==> config.mk <==
export PLATFORM = sky130hd
export DESIGN_NAME = bfk_ctrl
export DESIGN_NICKNAME = d
export VERILOG_FILES = /design/src/hdl/bfk_pkg.sv /design/src/hdl/bfk_ctrl.sv
export SDC_FILE = /design/constraint.sdc
export NUM_CORES = 1
export LEC_CHECK = 0
export BUFFER_PORTS_ARGS = -buffer_cell sky130_fd_sc_hd__buf_2
export CAP_MARGIN = 20
export CORE_MARGIN = 2
export CORE_UTILIZATION = 35
export DETAILED_ROUTE_END_ITERATION = 16
export MAX_ROUTING_LAYER = met4
export SETUP_SLACK_MARGIN = 0.2
export SYNTH_ARGS = -nofsm -noshare
export SYNTH_HDL_FRONTEND = slang
export SYNTH_SLANG_ARGS = --single-unit
==> constraint.sdc <==
create_clock -name clk -period 4 [get_ports clk]
set_input_delay 0.8 -clock clk [delete_from_list [all_inputs] [get_ports clk]]
set_output_delay 0.8 -clock clk [all_outputs]
set_load 0.02 [all_outputs]
==> src/hdl/bfk_pkg.sv <==
// shared types and constants of the keyed blowfish-style block cipher
package bfk_pkg;

	localparam int unsigned TABLE_WORDS = 1042;
	localparam int unsigned P_WORDS     = 18;
	localparam int unsigned SBOX_WORDS  = 1024;
	localparam int unsigned ROUNDS      = 16;

	localparam logic [10:0] TABLE_LAST  = 11'd1041;
	localparam logic [10:0] TABLE_END   = 11'd1042;
	localparam logic [10:0] FILL_LAST   = 11'd1040;
	localparam logic [10:0] P_BASE      = 11'd18;
	localparam logic [10:0] P_LAST      = 11'd17;

	typedef enum logic [1:0] {
		ACT_LOAD  = 2'd0,
		ACT_SCHED = 2'd1,
		ACT_ENC   = 2'd2,
		ACT_DEC   = 2'd3
	} action_t;

	typedef enum logic [1:0] {
		CFG_ID_CODE    = 2'd0,
		CFG_KEY_LEVEL  = 2'd1,
		CFG_KEY_MODULO = 2'd2
	} cfg_index_t;

	typedef enum logic [2:0] {
		SRC_IN,
		SRC_K12,
		SRC_K01,
		SRC_RES,
		SRC_ZERO
	} src_t;

	typedef enum logic [1:0] {
		JOB_BLOCK,
		JOB_K1,
		JOB_K0,
		JOB_FILL
	} job_t;

	typedef enum logic [3:0] {
		ST_IDLE,
		ST_COPY,
		ST_START,
		ST_AB,
		ST_CD,
		ST_FIN,
		ST_END,
		ST_XORP,
		ST_WR0,
		ST_WR1
	} state_t;

	typedef struct packed {
		logic        src_wr;
		logic        seed;
		logic        copy_rd;
		logic        start;
		src_t        src;
		logic        dec;
		logic        rd_ab;
		logic        rd_cd;
		logic        fin;
		logic [4:0]  pk;
		logic        xorp;
		logic        kw_ld12;
		logic        kw_ld01;
		logic        shift;
		logic        s_ld;
		logic        wr0;
		logic        wr1;
		logic [10:0] idx;
	} bfk_cmd_t;

endpackage

==> src/hdl/bfk_ctrl.sv <==
// controller state machine
module bfk_ctrl import bfk_pkg::*; (
	input  logic       clk,
	input  logic       arst_n,
	input  logic       in_valid,
	input  action_t    action,
	input  logic [1:0] key_level,
	input  logic       out_busy,
	output logic       in_ready,
	output logic       out_load,
	output bfk_cmd_t   cmd
);

	state_t      state_q, state_d;
	logic [10:0] cnt_q, cnt_d;
	logic [3:0]  rnd_q, rnd_d;
	job_t        job_q, job_d;
	src_t        src_q, src_d;
	logic [1:0]  pass_q, pass_d;

	always_ff @(posedge clk or negedge arst_n) begin
		if (!arst_n) begin
			state_q <= ST_IDLE;
			cnt_q   <= '0;
			rnd_q   <= '0;
			job_q   <= JOB_BLOCK;
			src_q   <= SRC_IN;
			pass_q  <= '0;
		end else begin
			state_q <= state_d;
			cnt_q   <= cnt_d;
			rnd_q   <= rnd_d;
			job_q   <= job_d;
			src_q   <= src_d;
			pass_q  <= pass_d;
		end
	end

	always_comb begin
		state_d  = state_q;
		cnt_d    = cnt_q;
		rnd_d    = rnd_q;
		job_d    = job_q;
		src_d    = src_q;
		pass_d   = pass_q;
		cmd      = '0;
		in_ready = 1'b0;
		out_load = 1'b0;
		case (state_q)
			ST_IDLE: begin
				in_ready = 1'b1;
				if (in_valid) begin
					case (action)
						ACT_LOAD: cmd.src_wr = 1'b1;
						ACT_SCHED: begin
							cmd.seed = 1'b1;
							cnt_d    = '0;
							state_d  = ST_COPY;
						end
						default: begin
							cmd.start = 1'b1;
							cmd.src   = SRC_IN;
							cmd.dec   = (action == ACT_DEC);
							rnd_d     = '0;
							job_d     = JOB_BLOCK;
							state_d   = ST_AB;
						end
					endcase
				end
			end
			ST_COPY: begin
				if (cnt_q != TABLE_END) begin
					cmd.copy_rd = 1'b1;
					cmd.idx     = cnt_q;
					cnt_d       = cnt_q + 11'd1;
				end else begin
					pass_d = '0;
					if (key_level == 2'd0) begin
						state_d = ST_IDLE;
					end else begin
						job_d   = JOB_K1;
						src_d   = SRC_K12;
						state_d = ST_START;
					end
				end
			end
			ST_START: begin
				cmd.start = 1'b1;
				cmd.src   = src_q;
				rnd_d     = '0;
				state_d   = ST_AB;
			end
			ST_AB: begin
				cmd.rd_ab = 1'b1;
				state_d   = ST_CD;
			end
			ST_CD: begin
				cmd.rd_cd = 1'b1;
				state_d   = ST_FIN;
			end
			ST_FIN: begin
				cmd.fin = 1'b1;
				cmd.pk  = {1'b0, rnd_q} + 5'd1;
				if (rnd_q == 4'(ROUNDS - 1)) begin
					state_d = ST_END;
				end else begin
					rnd_d   = rnd_q + 4'd1;
					state_d = ST_AB;
				end
			end
			ST_END: begin
				cmd.pk = 5'(P_LAST);
				case (job_q)
					JOB_BLOCK: begin
						if (!out_busy) begin
							out_load = 1'b1;
							state_d  = ST_IDLE;
						end
					end
					JOB_K1: begin
						cmd.kw_ld12 = 1'b1;
						job_d       = JOB_K0;
						src_d       = SRC_K01;
						state_d     = ST_START;
					end
					JOB_K0: begin
						cmd.kw_ld01 = 1'b1;
						cnt_d       = '0;
						state_d     = ST_XORP;
					end
					default: begin
						cmd.s_ld = 1'b1;
						state_d  = ST_WR0;
					end
				endcase
			end
			ST_XORP: begin
				cmd.xorp = 1'b1;
				cmd.idx  = cnt_q;
				if (cnt_q == P_LAST) begin
					cnt_d   = '0;
					job_d   = JOB_FILL;
					src_d   = SRC_ZERO;
					state_d = ST_START;
				end else begin
					cnt_d = cnt_q + 11'd1;
				end
			end
			ST_WR0: begin
				cmd.wr0 = 1'b1;
				cmd.idx = cnt_q;
				state_d = ST_WR1;
			end
			ST_WR1: begin
				cmd.wr1 = 1'b1;
				cmd.idx = cnt_q + 11'd1;
				if (cnt_q == FILL_LAST) begin
					if ({1'b0, pass_q} + 3'd1 < {1'b0, key_level}) begin
						pass_d    = pass_q + 2'd1;
						cmd.shift = (pass_q == 2'd1);
						job_d     = JOB_K1;
						src_d     = SRC_K12;
						state_d   = ST_START;
					end else begin
						state_d = ST_IDLE;
					end
				end else begin
					cnt_d   = cnt_q + 11'd2;
					src_d   = SRC_RES;
					state_d = ST_START;
				end
			end
			default: state_d = ST_IDLE;
		endcase
	end

endmodule

== Word level (Yosys, flattened, before mapping) ==
Cells that the tools add are included.

* Order comparisons: 1
* Equal/unequal tests: 34
* Muxes and demuxes: 73
* $add $sub $neg: 6
* Reduce and logical (&&, ||, !) cells: 17

{| class="wikitable"
|+ Operator list
! kind !! count
|-
| two-way mux 11 bit || 7
|-
| case mux 11 bit (5 select lines) || 1
|-
| case mux 4 bit (10 select lines) || 1
|-
| case mux 11 bit (3 select lines) || 1
|-
| two-way mux 2 bit || 16
|-
| two-way mux 4 bit || 8
|-
| case mux 4 bit (3 select lines) || 2
|-
| two-way mux 1 bit || 22
|-
| inequality test 2 bit, second input constant || 11
|-
| two-way mux 3 bit || 7
|-
| == test 4 x 3 -> 1 bit, second input constant || 4
|-
| case mux 4 bit (2 select lines) || 2
|-
| == test 4 bit, second input constant || 3
|-
| case mux 3 bit (4 select lines) || 1
|-
| AND reduction 6 bit || 2
|-
| adder 11 x 1 -> 11 bit, second input constant || 1
|-
| adder 11 x 2 -> 11 bit, second input constant || 1
|-
| == test 11 bit, second input constant || 1
|-
| == test 11 x 5 -> 1 bit, second input constant || 1
|-
| inequality test 11 bit, second input constant || 1
|-
| two-way mux 5 bit || 2
|-
| case mux 2 bit (5 select lines) || 1
|-
| case mux 5 bit (2 select lines) || 1
|-
| AND reduction 9 bit || 1
|-
| other kinds (22) || 33
|}

* Register bits: 26
* Output and inout port bits: 36
* Word-level logic and storage cells: 137

== Logic depth before layout (Yosys ltp) ==
* Word-level depth: 5
* Gate-level depth with buffers: 9
* Mapped depth without buffers: 7

== Least setup slack after synthesis ==
No wires, ideal clock.

* Path type: register to output
* Start point: register state_q[3]
* End point: output port cmd[4] (netlist bit)
* Cell stages (with the launch flop): 8
* Buffers on the path: 2
* Setup slack: 0.658 ns
* Arrival: 2.542 ns
* Cells stage by stage: dfrtp_1 > buf_4 > inv_1 > nor4_1 > or3_1 > clkbuf_1 > a21oi_1 > o21ai_0

{| class="wikitable"
|+ RTL lines
! item !! line !! source
|-
| from (decl) || bfk_ctrl.sv:14 || <nowiki>state_t state_q, state_d;</nowiki>
|-
| from (signal assigned) || bfk_ctrl.sv:30 || <nowiki>state_q <= state_d;</nowiki>
|-
| to (decl) || bfk_ctrl.sv:11 || <nowiki>output bfk_cmd_t cmd</nowiki>
|}

==> impl_metrics.csv <==
group,metric,value,unit
global_routing,grt-ovfl-total,0,
sta,hold_violations,0,
detailed_routing,drtIter0Drc,148,
final_layout,fillCellCount,693,
sta,tightest_slew,0.822,ns
detailed_routing,drc_errors,0,
final_layout,diodes,0,
global_routing,antenna_found_initial,0,
clock_network,numCtsBuffers,3,
logic_synthesis,yosys_warnings,0,
place,io_buffers,43,
logic_synthesis,synth_nets,317,
place,dp_hpwl,4.84,mm
clock_network,htree_levels,1,
detailed_routing,first_pass_iters,4,
clock_network,clk_pin_slew,0.10,ns
critical_path,cp.arrival,2.76,ns
logic_synthesis,ys_seq_area_share,26.8,%
clock_network,clk_path_buf_depth,2,
global_routing,grt_pass1_wl,10.6,mm
clock_network,clock-root-buffer,"clkbuf_8",
power_and_ir_drop,cellPowerDensity,559,nW/µm²
logic_synthesis,yosysUniqueCellTypes,67,
logic_synthesis,synth_edf_count,0,
power_and_ir_drop,power_leakage,1.18,nW
clock_network,postCtsSetupBuffers,0,
global_routing,grt_use_total,18.0,%
power_and_ir_drop,combPwrFrac,58.1,%
logic_synthesis,synth_flop_cell,"dfrtp_1",
sta,relSlewSlack,44.6,%
power_and_ir_drop,peakVddDrop,0.312,mV
final_layout,fin_nets,346,
floorplanning,placementRows,30,
run,cap_violations,0,
critical_path,cp_slowest_cell,"or4b_1",
logic_synthesis,synthCells,296,
sta,timing.hold.ws,0.512,ns
final_layout,syn2layout_area_growth,11.4,%
critical_path,cp-end-kind,"primary output",
sta,fin_crit_sh,88.9,%
critical_path,critPathKind,"flip-flop to primary output",
clock_network,clock_latency,0.28,ns
floorplanning,dieHeight,87.3,µm
final_layout,postLayoutCoreUtil,40.1,%
critical_path,path_cells,"or4b_1 -> a41oi_4 -> or3_1 -> o21ai_0 -> o41ai_1 -> buf_2",
power_and_ir_drop,seqPwrFrac,29.8,%
logic_synthesis,netlist_area,2430,µm²
power_and_ir_drop,p_sw,0.760,mW
final_layout,drive_gt1_share,21.3,%
global_routing,grt_pass1_vias,2097,
floorplanning,ios,44,
logic_synthesis,synth.ff_latch_count,26,
floorplanning,initial_utilization,36.0,%
detailed_routing,detail-route-antenna-nets,0,
sta,tns,0,ns
critical_path,setup.worst_path.start_class,"flip-flop",
power_and_ir_drop,pwr-share-clk,12.0,%
final_layout,multi_input_area,1620,µm²
floorplanning,die_width,87.3,µm
sta,final.min_clock_period,3.56,ns
sta,finalSetupViolCount,0,
power_and_ir_drop,p_int,0.753,mW
floorplanning,core_area,6760,µm²
critical_path,path_max_fanout,19,
clock_network,cts_tree,"yes",
detailed_routing,wl_per_cell,16.3,µm
logic_synthesis,async_flop_share,100,%
critical_path,slowest_delay,0.80,ns
global_routing,grt_max_degree,27,
logic_synthesis,avgSynthCellArea,8.21,µm²
sta,clock_skew,0.00181,ns
detailed_routing,vias,2376,
detailed_routing,viasPerCell,5.88,
clock_network,clock-sinks,26,
min_path,holdCritPathClass,"flip-flop to flip-flop",
final_layout,seq_area,651,µm²
sta,setup_ws,0.442,ns
sta,fmax,281,MHz
place,pre_cts_ws,0.783,ns
critical_path,cp.required,3.20,ns
clock_network,cts-resized-gates,0,
detailed_routing,drt-total-wl,6.58,mm
clock_network,holdBufCountCts,0,
power_and_ir_drop,switching_share,50.2,%
sta,rsz0062_at_grt,"false",
run_status,status,"finished clean",
sta,report.final.slew_viol_count,0,
critical_path,cpLargestDelayFamily,"simple AND/OR/NAND/NOR gates",
floorplanning,dieArea,7630,µm²
place,gp_congestion,0.853,
critical_path,crit_buf_inv,1,
cell usage in the layout (no fill, tap or decap), drive strengths merged, types with 2 or more instances in the layout:
master	synthesis	layout
a32oi	2	2
nand2b	5	5
a221oi	2	2
ha	12	12
or3	3	3
buf	10	44
a22oi	2	2
nand3	14	14
a21oi	20	20
o31ai	9	9
mux2i	3	3
and2	6	6
nor4	4	4
or3b	2	2
nand4	4	4
o32ai	2	2
nor4b	3	3
o2bb2ai	3	3
inv	15	15
o41ai	2	2
a31oi	5	5
or2	3	3
clkbuf	10	4
o21ai	32	32
nand2	26	26
and4b	2	2
nor2	22	22
mux2	4	4
or4b	3	3
and3	2	2
a2bb2oi	3	3
dfrtp	26	26
nor3	10	10
final timing paths:
path,startpoint,to,slack [ns],depth (start not counted)
worst max-delay path,state_q[1],cmd[5],0.44,6
worst min-delay path,src_q[0],src_q[0],0.51,1
worst max register to register,state_q[2],cnt_q[4],0.84,7
worst min register to register,src_q[0],src_q[0],0.51,1
max in group asynchronous,arst_n,job_q[1],3.07,1
min in group asynchronous,arst_n,cnt_q[10],0.52,1
logic make-up (layout without fill, tap and decap cells):
logic type | after synthesis | in the layout | synth area share (%)
AO/OA/AOI/OAI | 97 | 97 | 27.5
multiplexers | 7 | 7 | 3.40
flip-flops | 26 | 26 | 26.8
adder cells (fa/ha/maj) | 13 | 13 | 7.00
buffers and inverters | 36 | 64 | 6.64
XOR/XNOR | 2 | 2 | 0.721
AND/OR/NAND/NOR | 115 | 115 | 28.0
area by class of cell:
class | instances | area share (%)
multi-input cells | 234 | 59.8
flip-flops and latches | 26 | 24.0
repair buffers | 44 | 8.23
well taps | 80 | 3.70
inverters | 16 | 2.22
clock buffers | 4 | 2.03
power groups by stage:
stage | sequential, mW | combinational (mW) | clock, mW
6_report | 0.452 | 0.880 | 0.182
5_1_grt | 0.465 | 0.969 | 0.202
4_1_cts | 0.448 | 0.879 | 0.189
3_5_place_dp | 0.452 | 0.874 | 0
3_3_place_gp | 0.450 | 0.870 | 0
2_1_floorplan | 0.372 | 0.742 | 0
metrics by stage:
| step | instances | instance area, µm² | power (mW) |
|---|---|---|---|
| 2_1_floorplan | 296 | 2430 | 1.11 |
| 3_5_place_dp | 400 | 2650 | 1.33 |
| 5_1_grt | 404 | 2710 | 1.64 |
| 3_3_place_gp | 400 | 2650 | 1.32 |
| 6_report | 404 | 2710 | 1.51 |
| 4_1_cts | 404 | 2710 | 1.52 |
cell usage after synthesis, types with 2 or more instances:
cell type  instances  area share (%)
mux2_4             2             1.2
or3_1              3            0.77
nand2b_1           5             1.3
dfrtp_1           26              27
or4b_1             2            0.82
o32ai_1            2            0.72
mux2i_1            3             1.2
nand3_1           14             2.9
nor3_1            10             2.1
o2bb2ai_1          3             1.1
a221oi_1           2            0.72
a31oi_1            5             1.3
or3b_2             2            0.72
o31ai_1            8             2.5
and4b_1            2            0.82
and2_1             6             1.5
a32oi_1            2            0.72
a21oi_1           20             4.1
nand2_1           26             4.0
nand4_1            3            0.77
buf_4              3            0.93
inv_1             15             2.3
buf_2              6             1.2
nor2_1            22             3.4
o41ai_1            2            0.72
nor4_1             3            0.77
a2bb2oi_1          3             1.1
or2_2              3            0.77
o21ai_0           32             6.6
ha_1              12             6.2
mux2_2             2            0.93
clkbuf_1          10             1.5
and3_1             2            0.51
a22oi_1            2            0.62
flip-flops by register name, indices dropped and copies added, names as in the netlist:
| register | cells |
|---|---|
| cnt_q | 11 |
| job_q | 2 |
| pass_q | 2 |
| rnd_q | 4 |
| src_q | 3 |
| state_q | 4 |
per-layer routing:
metal | share of wire [%] | wire length, µm | up-vias | GRT usage (%)
met3 | 7.2 | 475 | 8 | 3.41
li1 | - | - | 1162 | -
met4 | 1.1 | 74 | 0 | 4.62
met1 | 47 | 3120 | 1131 | 26.1
met2 | 44 | 2910 | 75 | 25.7
met5 | 0 | 0 | - | -
Note: power is estimated with default switching activity, not from simulation.
